$ cat config.mk
export PLATFORM = sky130hd
export DESIGN_NAME = lags_cell_rule
export DESIGN_NICKNAME = d
export VERILOG_FILES = /design/src/sv/lags_pkg.sv /design/src/sv/lags_cell_rule.sv
export SDC_FILE = /design/constraint.sdc
export NUM_CORES = 1
export LEC_CHECK = 0
export BUFFER_PORTS_ARGS = -buffer_cell sky130_fd_sc_hd__buf_2
export CAP_MARGIN = 20
export CELL_PAD_IN_SITES_DETAIL_PLACEMENT = 2
export CELL_PAD_IN_SITES_GLOBAL_PLACEMENT = 2
export CORE_AREA = 10 10 47 49
export DETAILED_ROUTE_END_ITERATION = 8
export DIE_AREA = 0 0 57 59
export PLACE_DENSITY_LB_ADDON = 0.1
export SETUP_SLACK_MARGIN = 0.1
export SYNTH_ARGS = -nofsm -noshare
export SYNTH_HDL_FRONTEND = slang
export SYNTH_SLANG_ARGS = --single-unit
$ cat constraint.sdc
create_clock -name vclk -period 6
set_clock_uncertainty 0.1 [all_clocks]
set_input_delay 0 -clock vclk [all_inputs]
set_output_delay 0 -clock vclk [all_outputs]
set_load 0.05 [all_outputs]
$ cat src/sv/lags_pkg.sv
// Shared types and constants for the life automaton grid step block.
// Used by the cell rule unit and the top level; no dependencies.
package lags_pkg;

    localparam int ROW_W      = 6;
    localparam int COL_W      = 6;
    localparam int SIZE_W     = 7;
    localparam int CNT_W      = 4;
    localparam int CMD_W      = 2;
    localparam int IN_TDATA_W = 16;
    localparam int OUT_TDATA_W = 8;
    localparam int APB_AW     = 4;
    localparam int APB_DW     = 32;

    typedef enum logic [CMD_W-1:0] {
        CMD_WRITE   = 2'd0,
        CMD_READ    = 2'd1,
        CMD_ADVANCE = 2'd2,
        CMD_CLEAR   = 2'd3
    } t_cmd;

    typedef enum logic [1:0] {
        REG_ROW_COUNT     = 2'd0,
        REG_COL_COUNT     = 2'd1,
        REG_SURVIVE_COUNT = 2'd2,
        REG_BIRTH_COUNT   = 2'd3
    } t_reg_idx;

    localparam logic STATUS_DONE  = 1'b0;
    localparam logic STATUS_RANGE = 1'b1;

    localparam logic [SIZE_W-1:0] SIZE_RESET    = 7'd50;
    localparam logic [CNT_W-1:0]  SURVIVE_RESET = 4'd2;
    localparam logic [CNT_W-1:0]  BIRTH_RESET   = 4'd3;

    // Three-by-three neighborhood; bit 0 is the left column, bit 2 the right.
    typedef struct packed {
        logic [2:0] up;
        logic [2:0] mid;
        logic [2:0] dn;
    } t_window;

endpackage

$ cat src/sv/lags_cell_rule.sv
// Shared neighbor count and rule unit, evaluated once per cell of a generation.
// Depends on lags_pkg for the neighborhood type and count width.
module lags_cell_rule (
    input  lags_pkg::t_window                i_win,
    input  logic [lags_pkg::CNT_W-1:0]       i_survive,
    input  logic [lags_pkg::CNT_W-1:0]       i_birth,
    output logic                             o_next
);
    import lags_pkg::*;

    logic [CNT_W-1:0] w_count;

    always_comb begin
        w_count = CNT_W'(i_win.up[0]) + CNT_W'(i_win.up[1]) + CNT_W'(i_win.up[2])
                + CNT_W'(i_win.mid[0]) + CNT_W'(i_win.mid[2])
                + CNT_W'(i_win.dn[0]) + CNT_W'(i_win.dn[1]) + CNT_W'(i_win.dn[2]);
        if (w_count == i_survive) begin
            o_next = i_win.mid[1];
        end else if (w_count == i_birth) begin
            o_next = 1'b1;
        end else begin
            o_next = 1'b0;
        end
    end

endmodule

==> results of run 1 <==
-- metrics by stage --
step,cell area (um2),hold WS [ns]
after floorplan,362,0.245
after global placement,472,0.421
after detailed placement,472,0.437
after CTS,472,0.435
after global routing,472,0.465
final,472,0.427
-- logic make-up (layout without fill, tap and decap cells) --
group / Yosys count / count (layout) / synth area share [%]
XOR/XNOR: 6 / 6 / 22.8
AO/OA/AOI/OAI: 6 / 6 / 14.5
buffers and inverters: 15 / 33 / 15.6
AND/OR/NAND/NOR: 6 / 6 / 14.5
adder cells (fa/ha/maj): 7 / 7 / 32.5
-- tightest hold or removal path, stage by stage --
cell	delay, ns
buf_2	0.09
inv_1	0.09
o2111ai_2	0.12
buf_2	0.22
-- per-layer routing --
layer	vias to the layer above	track usage [%]	share of wire (%)
met5	-	0	0
met4	0	0	0
met3	0	1.50	10
met2	11	11.6	51
met1	146	6.30	39
li1	165	-	-
-- synthesized netlist by cell type, drive strengths merged --
library cell	n
nor3	3
xnor2	2
xnor3	2
nor2	1
o21ai	1
ha	3
o2111ai	2
inv	15
nand4	1
o21ba	1
xor2	2
a32oi	1
a21oi	1
fa	4
nand4bb	1
-- worst max path at each step --
stage,end,startpoint,slack (ns),cells past startpoint
CTS,o_next,i_win[0],2.34,14
finish,o_next,i_win[0],2.40,14
global route,o_next,i_win[0],2.17,14
global placement,o_next,i_win[0],2.40,14
floorplan,o_next,i_win[0],2.57,12
detailed placement,o_next,i_win[0],2.34,14
-- layout make-up --
class,count,share of cell area (%)
tap,16,4.24
inverter,15,11.9
multi-input combinational,25,64.7
timing repair buffer,18,19.1
-- power breakdown --
part           switching, mW  total [mW]  leakage [nW]  internal (mW)
clock                      0           0             0              0
combinational         0.0570       0.106         0.270         0.0494
sequential                 0           0             0              0
total                 0.0570       0.106         0.270         0.0494
==> qor.txt, run 1 <==
Hpwl dp: 909 um
CTS resizes: 0
Initial core utilization: 25.8%
WHS Path Cells: 4
Tcrit/Tclk final: 60.0%
Share of cells above drive strength 1: 41.4%
Worst Setup Start Kind: input port
Antenna Nets Post-Route: 0
First-pass GRT wire length: 1.69 mm
Min cycle time layout: 3.60 ns
Setup tns final: 0 ns
Post-Syn Area: 362 um2
# nets final: 84
Core area: 1400 um2
Max VDD drop: 0.0000762 V
Setup Slack @ Placement: 2.34 ns
Multi-input combinational cell area: 305 um2
Fmax: 278 MHz
Slew Limit Fails: 0
Die ar.: 3360 um2
Total power after layout: 106 uW
Syn Inst Count: 40
Synth area leader: fa_1
Crit-path leading delay family: adder cells
Chip height: 59 um
Mean Syn Cell Area: 9.04 um2
Via Count: 322
TritonRoute pass-1 iters: 2
Setup ws final: 2.40 ns
Outcome: complete, no violations
PD cells: 226 nW/um2
Critical path class: input port to output port
Max incr delay on CP: 0.56 ns
Required @ worst endpoint: 5.90 ns
Worst slew pin tran: 0.363 ns
Leak pwr: 0.270 nW
Number of sequential cells: 0
Worst hold endpoint: o_next
Top Ports: 18
Finished Core Util: 33.7%
Commonest non-fill, non-tap cell in the layout: buf_2
Final number of setup-violating endpoints: 0
Most frequent CP cell: fa_1
CTS Hold Bufs: 0
Max_slew headroom: 75.8%
Yosys synthesis warning count: 0
Total of max-cap violations: 0
Register area: 0 um2
GPL Wtd Cong: 0.601
Worst Path Arrival: 3.50 ns
Syn Nets: 64
Most frequent cells in the layout: 18 x buf_2, 15 x inv_1, 4 x fa_1, 3 x ha_1
Vias in the first global route: 380
Critical path's slowest cell: fa_1
Drt via density: 4.35
Postcts setup bufs: 0
Worst Path Max Fanout: 3
Sequential fraction of the synthesis area: 0%
CP bufs+invs: 5
Largest net degree at the start of global routing: 6
Final non-filler cell total: 74
Die X: 57 um
ANT cells: 0
Worst Hold Class: input port to output port
Overflow after GRT: 0
Dpl cells: 74
Cell Rows: 14
DRC violations left: 0
Total GRT Usage: 5.83%
Layout overhead on the synthesized area: 30.4%
Initial antenna violation count: 0
Worst Setup End Kind: output port
Worst-path cell chain: buf_2 -> inv_1 -> fa_1 -> fa_1 -> fa_1 -> inv_1 -> ha_1 -> inv_1 -> fa_1 -> xnor3_2 -> nor3_4 -> a32oi_1 -> o2111ai_2 -> buf_2
Yosys top cell area share: 22.1%
Post-Route WL: 937 um
# clk buffers: 0
Hold Fails Final Rpt: 0
Fillers: 184
Top post-synthesis cells by area: fa_1 22%, inv_1 16%, xnor3_2 13%
Port bufs: 18
Netlist cell types: 18
Hold Startpoint: i_survive[3]
Avg WL per Cell: 12.7 um
RSZ-0062 raised after global routing: no
Initial drt markers: 1
Note: power is estimated with default switching activity, not from simulation.
==> run 2: changes to the inputs <==
--- a/config.mk
+++ b/config.mk
@@ -9,9 +9,9 @@
 export CAP_MARGIN = 20
 export CELL_PAD_IN_SITES_DETAIL_PLACEMENT = 2
 export CELL_PAD_IN_SITES_GLOBAL_PLACEMENT = 2
-export CORE_AREA = 10 10 47 49
+export CORE_MARGIN = 10
+export CORE_UTILIZATION = 27
 export DETAILED_ROUTE_END_ITERATION = 8
-export DIE_AREA = 0 0 57 59
 export PLACE_DENSITY_LB_ADDON = 0.1
 export SETUP_SLACK_MARGIN = 0.1
 export SYNTH_ARGS = -nofsm -noshare
==> constraint.sdc (replaced) <==
create_clock -name vclk -period 3.32
set_clock_uncertainty 0.1 [all_clocks]
set_input_delay 0 -clock vclk [all_inputs]
set_output_delay 0 -clock vclk [all_outputs]
set_load 0.05 [all_outputs]
==> run 2 against run 1 <==
The run now ends with negative setup slack left. Via count up 7.5%. Flip-flop and latch count did not move. Hold slack lost 0.021 ns. Die area is 4.8% lower. Global-route usage up 1.1 points. Non-clock buffer count increased by 2. Setup slack worse by 2.4 ns. Clock-buffer cell count unchanged. Critical path depth is the same. Combinational power grew 140%. Cell count increased by 1.4%. Design area is 18% higher. Largest cell class unchanged.
==> qor.txt, run 2 (synthesis gave the netlist of run 1 again) <==
ANT cells: 0
Commonest non-fill, non-tap cell in the layout: buf_2
Final non-filler cell total: 75
End of the critical path: o_next
Worst slew pin tran: 0.362 ns
Total power after layout: 252 uW
Cell Rows: 13
Min cycle time layout: 3.36 ns
CTS Hold Bufs: 0
Failing checks: negative setup slack
Avg WL per Cell: 14.6 um
Worst Hold Class: input port to output port
Number of sequential cells: 0
Setup tns final: -0.0373 ns
First-pass GRT wire length: 1.90 mm
Tcrit/Tclk final: 101%
Hpwl dp: 1.05 mm
Critical path class: input port to output port
Total of max-cap violations: 0
PD cells: 453 nW/um2
Slew Limit Fails: 0
Via Count: 346
Busiest grt layer: met2
Final instance area: 556 um2
TritonRoute pass-1 iters: 2
Dpl cell area: 505 um2
Port bufs: 18
Layout overhead on the synthesized area: 53.6%
Finished Core Util: 43.2%
Overflow after GRT: 0
Max_slew headroom: 75.8%
Met3 usage: 1.57%
Outcome: complete, but fails checks
Register area: 0 um2
Dpl cells: 74
Die ar.: 3200 um2
Top Ports: 18
Post-Route WL: 1.10 mm
Worst Path Max Fanout: 3
Worst Setup Start Kind: input port
Leak pwr: 0.294 nW
# nets final: 86
Worst Path Arrival: 3.26 ns
Drt via density: 4.61
RSZ-0062 raised after global routing: yes
Antenna Nets Post-Route: 0
Core area: 1280 um2
Max VDD drop: 0.000201 V
Hold Startpoint: i_survive[3]
Initial antenna violation count: 0
Most frequent cells in the layout: 16 x buf_2, 11 x inv_1, 3 x inv_2, 3 x fa_1
DRC violations left: 0
Hold Fails Final Rpt: 0
GR Layer Usage met1: 7.20%
Setup Slack @ Placement: -0.303 ns
Total GRT Usage: 6.98%
Chip height: 56.6 um
Setup ws final: -0.0373 ns
GR Util met2: 14.3%
Worst setup startpoint: i_win[3]
Final number of setup-violating endpoints: 1
Hold Slack: 0.406 ns
GPL Wtd Cong: 0.688
Die X: 56.6 um
# clk buffers: 0
Largest net degree at the start of global routing: 6
Vias in the first global route: 423
Fmax: 298 MHz
Worst Setup End Kind: output port
Initial drt markers: 1
Share of cells above drive strength 1: 58.3%
Initial core utilization: 28.1%
Required @ worst endpoint: 3.22 ns
==> run 2: changes by cell type in the layout (fill, tap and decap cells not counted), moves of 2 or more <==
cell and change:
inv_2 +3, xnor2_1 -2, xnor2_2 +2, buf_6 +2, inv_1 -4, buf_2 -2
buf_4 +2
==> run 2: area by class of cell <==
cell class / instances / area (um2)
fillers: 153 / 729
inverters: 15 / 58.8
multi-input cells: 25 / 360
well taps: 15 / 18.8
repair buffers: 20 / 118
==> run 2: where the power goes <==
part           total [mW]  leakage, nW  internal (mW)  switching (mW)
Sequential              0            0              0               0
Clock                   0            0              0               0
Combinational       0.252        0.294          0.122           0.129
Total               0.252        0.294          0.122           0.129
==> run 2: what timing repair did <==
| item | in CTS | in global routing |
|---|---|---|
| pin swaps | 12 | 2 |
| setup buffers | 1 | 0 |
| endpoints found under the hold margin | 0 | 0 |
| resized for setup | 11 | 1 |
| setup endpoints to repair | 1 | 1 |
==> run 2: worst min path at each step <==
stage	depth (start not counted)	slack, ns	to
after floorplan	2	0.24	o_next
after global placement	4	0.43	o_next
after detailed placement	4	0.44	o_next
after CTS	4	0.41	o_next
after global routing	4	0.45	o_next
final	4	0.41	o_next
==> run 2: routing by layer <==
layer	vias to the layer above	routed length, um
li1	169	-
met1	166	394
met2	11	625
met3	0	77
met4	0	0
met5	-	0
==> run 2: worst max-delay path, stage by stage <==
cell,delay [ns]
buf_6,0.07
inv_4,0.03
fa_1,0.58
fa_1,0.45
fa_1,0.53
inv_2,0.06
ha_4,0.16
inv_2,0.05
fa_2,0.47
xnor2_2,0.18
nor3_4,0.17
nand4bb_1,0.21
o2111ai_4,0.11
buf_6,0.18
==> run 3: changes to the inputs <==
--- a/config.mk
+++ b/config.mk
@@ -9,7 +9,6 @@
 export CAP_MARGIN = 20
 export CELL_PAD_IN_SITES_DETAIL_PLACEMENT = 2
 export CELL_PAD_IN_SITES_GLOBAL_PLACEMENT = 2
-export CORE_MARGIN = 10
 export CORE_UTILIZATION = 27
 export DETAILED_ROUTE_END_ITERATION = 8
 export PLACE_DENSITY_LB_ADDON = 0.1
==> constraint.sdc (replaced) <==
create_clock -name vclk -period 3.1
set_clock_uncertainty 0.1 [all_clocks]
set_input_delay 0 -clock vclk [all_inputs]
set_output_delay 0 -clock vclk [all_outputs]
set_load 0.05 [all_outputs]
==> run 3 against run 2 <==
The flow still finishes with violations (negative setup slack). Largest cell class unchanged. Flip-flop and latch count stayed put. Global-route usage is 12 points higher. Critical endpoint unchanged. Sequential share of layout area stayed put. Power is 6.4% higher.
==> qor.txt, run 3 (synthesis gave the netlist of run 1 again) <==
Share of cells above drive strength 1: 57.6%
PD cells: 490 nW/um2
Largest net degree at the start of global routing: 6
Finished Core Util: 46.7%
Hold Startpoint: i_win[4]
Layout overhead on the synthesized area: 51.2%
WHS Path Cells: 4
Total power after layout: 268 uW
Final number of setup-violating endpoints: 1
Via Count: 358
Initial drt markers: 0
Max incr delay on CP: 0.56 ns
DRC violations left: 0
Chip height: 38.6 um
Tcrit/Tclk final: 111%
Drt via density: 4.90
Fmax: 291 MHz
Worst Setup End Kind: output port
Max_slew headroom: 70.1%
CTS Hold Bufs: 0
Min cycle time layout: 3.44 ns
Failing checks: negative setup slack
Core area: 1170 um2
Die ar.: 1490 um2
CP bufs+invs: 5
Dpl cell area: 512 um2
Initial core utilization: 30.9%
Final instance area: 547 um2
Worst-path cell chain: buf_6 -> inv_2 -> fa_1 -> fa_1 -> fa_1 -> inv_1 -> ha_2 -> inv_2 -> fa_2 -> xnor2_2 -> nor3_4 -> a32oi_2 -> o2111ai_4 -> buf_6
Critical path's slowest cell: fa_1
Most frequent CP cell: fa_1
Slew Limit Fails: 0
Setup Slack @ Placement: -0.506 ns
RSZ-0062 raised after global routing: yes
Most frequent cells in the layout: 15 x buf_2, 12 x inv_1, 3 x inv_2, 3 x fa_1, 3 x buf_6
Port bufs: 18
Vias in the first global route: 434
Critical path class: input port to output port
Required @ worst endpoint: 3.00 ns
Register area: 0 um2
Worst Setup Start Kind: input port
Die X: 38.6 um
First-pass GRT wire length: 1.90 mm
Outcome: complete, but fails checks
Total of max-cap violations: 0
Total GRT Usage: 19.0%
# clk buffers: 0
Antenna Nets Post-Route: 0
Avg WL per Cell: 15.9 um
GPL Wtd Cong: 0.645
Setup ws final: -0.341 ns
Leak pwr: 0.292 nW
ANT cells: 0
Dpl cells: 73
Commonest non-fill, non-tap cell in the layout: buf_2
Worst hold endpoint: o_next
# nets final: 85
Overflow after GRT: 0
Final non-filler cell total: 73
Top Ports: 18
Post-Route WL: 1.16 mm
Worst Hold Class: input port to output port
Hpwl dp: 1.06 mm
Setup tns final: -0.341 ns
Hold Fails Final Rpt: 0
Worst slew pin tran: 0.448 ns
Fillers: 138
Hold Slack: 0.408 ns
Initial antenna violation count: 0
Worst Path Arrival: 3.34 ns
Cell Rows: 12
Number of sequential cells: 0
TritonRoute pass-1 iters: 1
Max VDD drop: 0.000209 V
Crit-path leading delay family: adder cells
Worst Path Max Fanout: 3
[run 3: cell types whose count changed in the layout (fill, tap and decap cells not counted), sizes merged]
cell / change
buf: -1
[run 3: worst min-delay path: stages]
cell	delay, ns
buf_2	0.12
o2111ai_2	0.11
o2111ai_4	0.12
buf_6	0.16
[run 3: how the worst max path moves through the flow]
stage | from | end | cells past startpoint
detailed placement | i_win[0] | o_next | 14
CTS | i_win[3] | o_next | 14
finish | i_win[3] | o_next | 14
floorplan | i_win[0] | o_next | 12
global placement | i_win[0] | o_next | 14
global route | i_win[3] | o_next | 14
[run 3: power breakdown]
| group | internal (mW) | leakage [nW] | switching [mW] |
|---|---|---|---|
| registers | 0 | 0 | 0 |
| clock network | 0 | 0 | 0 |
| logic | 0.125 | 0.292 | 0.143 |
| total | 0.125 | 0.292 | 0.143 |
[run 3: what timing repair did]
action,in CTS,in global routing
resized for setup,9,0
setup buffers,0,0
pin swaps,10,0
endpoints found under the setup margin,1,1
hold endpoints to repair,0,0
[run 3: area by class of cell]
| class | instances | area [um2] | share of cell area [%] |
|---|---|---|---|
| inverters | 15 | 56.3 | 10.3 |
| well taps | 14 | 17.5 | 3.20 |
| repair buffers | 19 | 116 | 21.3 |
| multi-input cells | 25 | 357 | 65.2 |
[run 3: metal layers]
metal / vias up / wire length [um] / global-route usage, %
met5: - / 0 / 0
li1: 167 / - / -
met3: 0 / 50 / 0.578
met1: 177 / 373 / 17.1
met4: 0 / 0 / 0
met2: 14 / 735 / 45.4
